### src/rtl/deq_pkg.sv
package deq_pkg;

  localparam int WORD_W = 32;

  // action codes
  localparam logic [2:0] ACT_PUSH_FRONT = 3'd0;
  localparam logic [2:0] ACT_PUSH_BACK  = 3'd1;
  localparam logic [2:0] ACT_POP_FRONT  = 3'd2;
  localparam logic [2:0] ACT_POP_BACK   = 3'd3;
  localparam logic [2:0] ACT_SIZE       = 3'd4;
  localparam logic [2:0] ACT_EMPTY      = 3'd5;
  localparam logic [2:0] ACT_FRONT      = 3'd6;
  localparam logic [2:0] ACT_BACK       = 3'd7;

  localparam logic signed [WORD_W-1:0] MINUS_ONE = -32'sd1;

  typedef struct packed {
    logic we;
    logic re;
  } deq_mem_ctl_t;

endpackage

### src/rtl/deq_ctrl.sv
module deq_ctrl
  import deq_pkg::*;
#(
  parameter int DEPTH = 1024,
  localparam int AW = $clog2(DEPTH),
  localparam int CW = AW + 1
) (
  input  logic                     clk,
  input  logic                     rst,
  input  logic                     in_valid,
  output logic                     in_ready,
  input  logic [2:0]               action,
  input  logic signed [WORD_W-1:0] value,
  output logic                     out_valid,
  input  logic                     out_ready,
  output logic signed [WORD_W-1:0] reply,
  output logic                     was_empty,
  output deq_mem_ctl_t             mem_ctl,
  output logic [AW-1:0]            mem_addr,
  output logic signed [WORD_W-1:0] mem_wdata,
  input  logic signed [WORD_W-1:0] mem_rdata
);

  logic [AW-1:0] front;
  logic [CW-1:0] count;
  logic          pending;
  logic          pend_mem;
  logic signed [WORD_W-1:0] pend_reply;
  logic          pend_empty;

  logic [AW-1:0] front_next;
  logic [CW-1:0] count_next;
  logic          accept;
  logic          is_full;
  logic          is_empty;
  logic [AW-1:0] front_dec;
  logic [AW-1:0] front_inc;
  logic [CW-1:0] back_sum;
  logic [CW-1:0] push_sum;
  logic [AW-1:0] back_pos;
  logic [AW-1:0] push_pos;
  logic          load_out;
  logic          res_valid;
  logic          res_mem;
  logic signed [WORD_W-1:0] res_reply;
  logic          res_empty;

  assign in_ready = !pending;
  assign accept   = in_valid && in_ready;
  assign is_full  = (count == CW'(DEPTH));
  assign is_empty = (count == '0);

  assign front_dec = (front == '0) ? AW'(DEPTH - 1) : front - 1'b1;
  assign front_inc = (front == AW'(DEPTH - 1)) ? '0 : front + 1'b1;

  // positions wrap once at most since both terms stay below DEPTH
  assign back_sum = {1'b0, front} + (count - 1'b1);
  assign push_sum = {1'b0, front} + count;
  assign back_pos = (back_sum >= CW'(DEPTH)) ? AW'(back_sum - CW'(DEPTH)) : back_sum[AW-1:0];
  assign push_pos = (push_sum >= CW'(DEPTH)) ? AW'(push_sum - CW'(DEPTH)) : push_sum[AW-1:0];

  assign mem_wdata = value;

  always_comb begin
    front_next = front;
    count_next = count;
    mem_ctl    = '0;
    mem_addr   = front;
    res_valid  = 1'b0;
    res_mem    = 1'b0;
    res_reply  = MINUS_ONE;
    res_empty  = 1'b1;
    if (accept) begin
      unique case (action)
        ACT_PUSH_FRONT: begin
          if (!is_full) begin
            front_next = front_dec;
            count_next = count + 1'b1;
            mem_ctl.we = 1'b1;
            mem_addr   = front_dec;
          end
        end
        ACT_PUSH_BACK: begin
          if (!is_full) begin
            count_next = count + 1'b1;
            mem_ctl.we = 1'b1;
            mem_addr   = push_pos;
          end
        end
        ACT_POP_FRONT, ACT_FRONT: begin
          res_valid = 1'b1;
          if (!is_empty) begin
            mem_ctl.re = 1'b1;
            mem_addr   = front;
            res_mem    = 1'b1;
            res_empty  = 1'b0;
            if (action == ACT_POP_FRONT) begin
              front_next = front_inc;
              count_next = count - 1'b1;
            end
          end
        end
        ACT_POP_BACK, ACT_BACK: begin
          res_valid = 1'b1;
          if (!is_empty) begin
            mem_ctl.re = 1'b1;
            mem_addr   = back_pos;
            res_mem    = 1'b1;
            res_empty  = 1'b0;
            if (action == ACT_POP_BACK) begin
              count_next = count - 1'b1;
            end
          end
        end
        ACT_SIZE: begin
          res_valid = 1'b1;
          res_reply = WORD_W'(count);
          res_empty = 1'b0;
        end
        ACT_EMPTY: begin
          res_valid = 1'b1;
          res_reply = is_empty ? 32'sd1 : 32'sd0;
          res_empty = 1'b0;
        end
        default: ;
      endcase
    end
  end

  // pending result moves to the output register once it is free
  assign load_out = pending && (!out_valid || out_ready);

  always_ff @(posedge clk) begin
    if (rst) begin
      front     <= '0;
      count     <= '0;
      pending   <= 1'b0;
      out_valid <= 1'b0;
    end else begin
      front <= front_next;
      count <= count_next;
      if (load_out) begin
        pending   <= 1'b0;
        out_valid <= 1'b1;
      end else begin
        if (res_valid) begin
          pending <= 1'b1;
        end
        if (out_ready) begin
          out_valid <= 1'b0;
        end
      end
    end
  end

  always_ff @(posedge clk) begin
    if (res_valid) begin
      pend_mem   <= res_mem;
      pend_reply <= res_reply;
      pend_empty <= res_empty;
    end
    if (load_out) begin
      reply     <= pend_mem ? mem_rdata : pend_reply;
      was_empty <= pend_empty;
    end
  end

endmodule

### config.mk
export PLATFORM = sky130hd
export DESIGN_NAME = deq_ctrl
export DESIGN_NICKNAME = d
export VERILOG_FILES = /design/src/rtl/deq_pkg.sv /design/src/rtl/deq_ctrl.sv
export SDC_FILE = /design/constraint.sdc
export NUM_CORES = 1
export LEC_CHECK = 0
export BUFFER_PORTS_ARGS = -buffer_cell sky130_fd_sc_hd__buf_2
export CAP_MARGIN = 20
export CORE_MARGIN = 2
export CORE_UTILIZATION = 47
export DETAILED_ROUTE_END_ITERATION = 10
export PLACE_DENSITY = 0.8
export SLEW_MARGIN = 20
export SYNTH_ARGS = -nofsm -noshare
export SYNTH_HDL_FRONTEND = slang
export SYNTH_SLANG_ARGS = --single-unit
### constraint.sdc
create_clock -name clk -period 8.7 [get_ports clk]
set_clock_uncertainty 0.2 [all_clocks]
set_input_delay 0.435 -clock clk [delete_from_list [all_inputs] [get_ports clk]]
set_output_delay 0.435 -clock clk [all_outputs]
set_load 0.05 [all_outputs]
==> impl_metrics.tcl <==
set metrics [dict create \
    status "finished, final reports clean" \
    cts_buffers 9 \
    grt_start_max_net_pins 34 \
    worst_slack_ns 4.280 \
    place_area_um2 5340 \
    coreArea_um2 10750 \
    yosysSeqAreaShare_pct 36.54 \
    worstMarginPinSlew_ns 1.039 \
    antenna_cells 0 \
    cts_max_path_buffers 2 \
    post-cts-setup-buffers 0 \
    synth-async-reset-ratio_pct 0 \
    synth-edff-count 47 \
    die_area_um2 11750 \
    antenna_found_initial 0 \
    intPower_mw 0.6641 \
    syn_to_final_growth_pct 8.940 \
    ctsHoldBuffers 0 \
    swShare_pct 35.41 \
    die_h_um 108.4 \
    insertion_delay_ns 0.34 \
    synth_fp_nets 688 \
    grt_pass1_vias 4024 \
    hold_ws_ns 0.1678 \
    pwr-share-clk_pct 28.0 \
    fillers 1007 \
    track_usage_pct 21.06 \
    worst-path-buf-inv 1 \
    syn_area_um2 5122 \
    grt_pass1_wl_mm 19.78 \
    max_slew_margin_pct 30.19 \
    die_width_um 108.4 \
    final_cells 765 \
    ios 150 \
    start_util_pct 47.67 \
    period_needed_ns 4.420 \
    crit_required_ns 8.07 \
    max-cap-violations 0 \
    hp-class "in2reg" \
    cts_resized 0 \
    pwr-share-comb_pct 33.2 \
    synthFlopType "edfxtp_1" \
    dpl_worst_slack_ns 4.714 \
    start_kind "register" \
    ant_nets 0 \
    grt-ovfl-total 0 \
    cts_root_buf "clkbuf_8" \
    synth_warnings 0 \
    cp_cell_sequence "or4_1, or4_4, xnor2_1, ha_1, a21o_1, a31oi_1, nor2b_1, a311oi_1, xor2_1, mux2i_1, nand3_1, buf_2" \
    cts_tree "built" \
    reg2reg_depth 6 \
    critical_path_class "reg2out" \
    p_total_mw 1.028 \
    drt_iter0_drc 549 \
    p_seq_share_pct 38.8 \
    end_kind "primary output" \
    crit_path_end "mem_addr[9]" \
    rsz0062_at_grt "no" \
    powerDensity_nw_per_um2 184.3 \
    synth_cells 591 \
    path_delay_family "simple AND/OR/NAND/NOR gates" \
    wire_per_inst_um 16.04 \
    via_per_inst 5.882 \
    firstDrtPassIters 6 \
    rrSetupSlack_ns 5.94 \
    synth_seq_cells 70 \
    num_rows 38 \
    timing.final.max_slew_violations 0 \
    fmax_mhz 226.2 \
    post-route-cell-area_um2 5580 \
    place_inst 748 \
    htree_levels 3 \
    p_leak_nw 2.236 \
    setup_viol_count_final 0 \
    r2r_end "front[5]" \
    min_path_cells 3 \
    port_buffers 85 \
    drive_gt1_share_pct 20.80 \
    fin_util_pct 51.93 \
    crit_fanout 9 \
    dp.final_hpwl_mm 8.894 \
    peakVddDrop_mv 0.08034 \
    cts_sinks 70 \
    syn_area_per_cell_um2 8.667 \
    num_vias 4500 \
    cpPeakStageDelay_ns 0.55 \
    reg2reg_from "front[3]" \
    fin_nets 717 \
    crit_path_top_delay_cell "or4_1" \
    critical_path.startpoint "count[1]" \
    postRouteWirelength_mm 12.27 \
    path_clk_slew_ns 0.07 \
    p_sw_mw 0.3641 \
    fin_crit_sh_pct 50.80 \
    setup_tns_ns 0 \
    ys_types 62 \
    cp_num_cells 12 \
    critical_path_arrival_ns 3.78 \
    hold_violations 0 \
    drc 0 \
    place.gp.congestion 0.9078 \
]
## area by class of cell
cell class / instances / area (um2) / share of cell area (%)
Timing Repair Buffer: 88 / 455.4 / 8.161
Clock inverter: 6 / 93.84 / 1.682
Sequential cell: 70 / 1872 / 33.54
Multi-Input combinational cell: 428 / 2770 / 49.64
Inverter: 23 / 86.33 / 1.547
Tap cell: 140 / 175.2 / 3.139
Clock buffer: 10 / 127.6 / 2.287
## registers in the layout, summed over array words and instances (netlist names)
name	cells
pend_reply	12
was_empty	1
count	11
pend_mem	1
reply	32
pending	1
out_valid	1
front	10
pend_empty	1
## synthesized netlist by cell type, types with 3 or more instances
library cell | instances | area share (%)
nand2_1 | 71 | 5.2
edfxtp_1 | 47 | 28
nor2_1 | 41 | 3.0
a21oi_1 | 39 | 3.8
o21ai_0 | 38 | 3.7
buf_4 | 32 | 4.7
clkbuf_1 | 31 | 2.3
ha_1 | 24 | 5.9
dfxtp_1 | 23 | 9.0
nor3_1 | 23 | 2.2
inv_1 | 22 | 1.6
xnor2_1 | 22 | 3.8
mux2_2 | 13 | 2.9
nand3_1 | 12 | 1.2
a31oi_1 | 11 | 1.3
xor2_1 | 10 | 1.7
a211oi_1 | 8 | 1.2
and3_1 | 8 | 0.98
nand4_1 | 8 | 0.98
mux2i_1 | 7 | 1.4
nor2b_1 | 7 | 0.85
or3_1 | 7 | 0.85
a21o_1 | 6 | 0.88
nand2b_1 | 5 | 0.61
o21ai_1 | 5 | 0.49
o22ai_1 | 5 | 0.61
a221oi_1 | 4 | 0.68
buf_2 | 4 | 0.39
nor4_1 | 4 | 0.49
o21a_1 | 4 | 0.59
a311oi_1 | 3 | 0.51
and2_1 | 3 | 0.37
and4_1 | 3 | 0.51
or4_1 | 3 | 0.44
## power groups by stage
stage / combinational (mW) / clock [mW] / sequential [mW]
after floorplan: 0.289 / 0 / 0.417
after global placement: 0.325 / 0 / 0.408
after detailed placement: 0.331 / 0 / 0.408
after CTS: 0.332 / 0.299 / 0.401
after global routing: 0.372 / 0.312 / 0.402
final: 0.341 / 0.288 / 0.399
## worst register-to-register path, delay by kind of cell, from the launching register on
family	cells	cell delay, ns
simple gates	3	1.31
flops	1	0.51
compound gates	3	0.66
## cell usage in the layout (no fill, tap or decap), types with 9 or more instances in the layout
cell type | Yosys | layout
edfxtp_1 | 47 | 47
nand2_1 | 71 | 71
nor2_1 | 41 | 39
xnor2_1 | 22 | 22
buf_2 | 4 | 85
nor3_1 | 23 | 23
nand3_1 | 12 | 12
inv_1 | 22 | 22
clkbuf_8 | 0 | 9
dfxtp_1 | 23 | 23
o21ai_0 | 38 | 38
a31oi_1 | 11 | 11
xor2_1 | 10 | 10
a21oi_1 | 39 | 39
ha_1 | 24 | 24
mux2_2 | 13 | 13
## worst min path at each step
stage	to	from	slack [ns]
5_1_grt	reply[24]	mem_rdata[24]	0.15
3_3_place_gp	was_empty	pend_empty	0.21
3_5_place_dp	was_empty	pend_empty	0.21
4_1_cts	reply[24]	mem_rdata[24]	0.14
2_1_floorplan	was_empty	pend_empty	0.20
6_report	reply[16]	mem_rdata[16]	0.17
## logic make-up after synthesis
kind of cell             share of synthesized area (%)
AND/OR/NAND/NOR                                  20.47
AO/OA/AOI/OAI                                    17.10
buffers and inverters                            9.550
flip-flops                                       36.54
XOR/XNOR                                         5.471
adder cells (fa/ha/maj)                          6.644
multiplexers                                     4.226
## layer usage
layer  GRT usage [%]  share of wire (%)  vias to the layer above  routed length [um]
met5               0                  0                        -                   0
met1           28.12                 44                     2069                5383
li1                -                  -                     2166                   -
met3           4.943                9.3                       27                1140
met4           5.128                1.3                        0                 159
met2           34.59                 46                      238                5584
(Power assumes the default switching activity.)
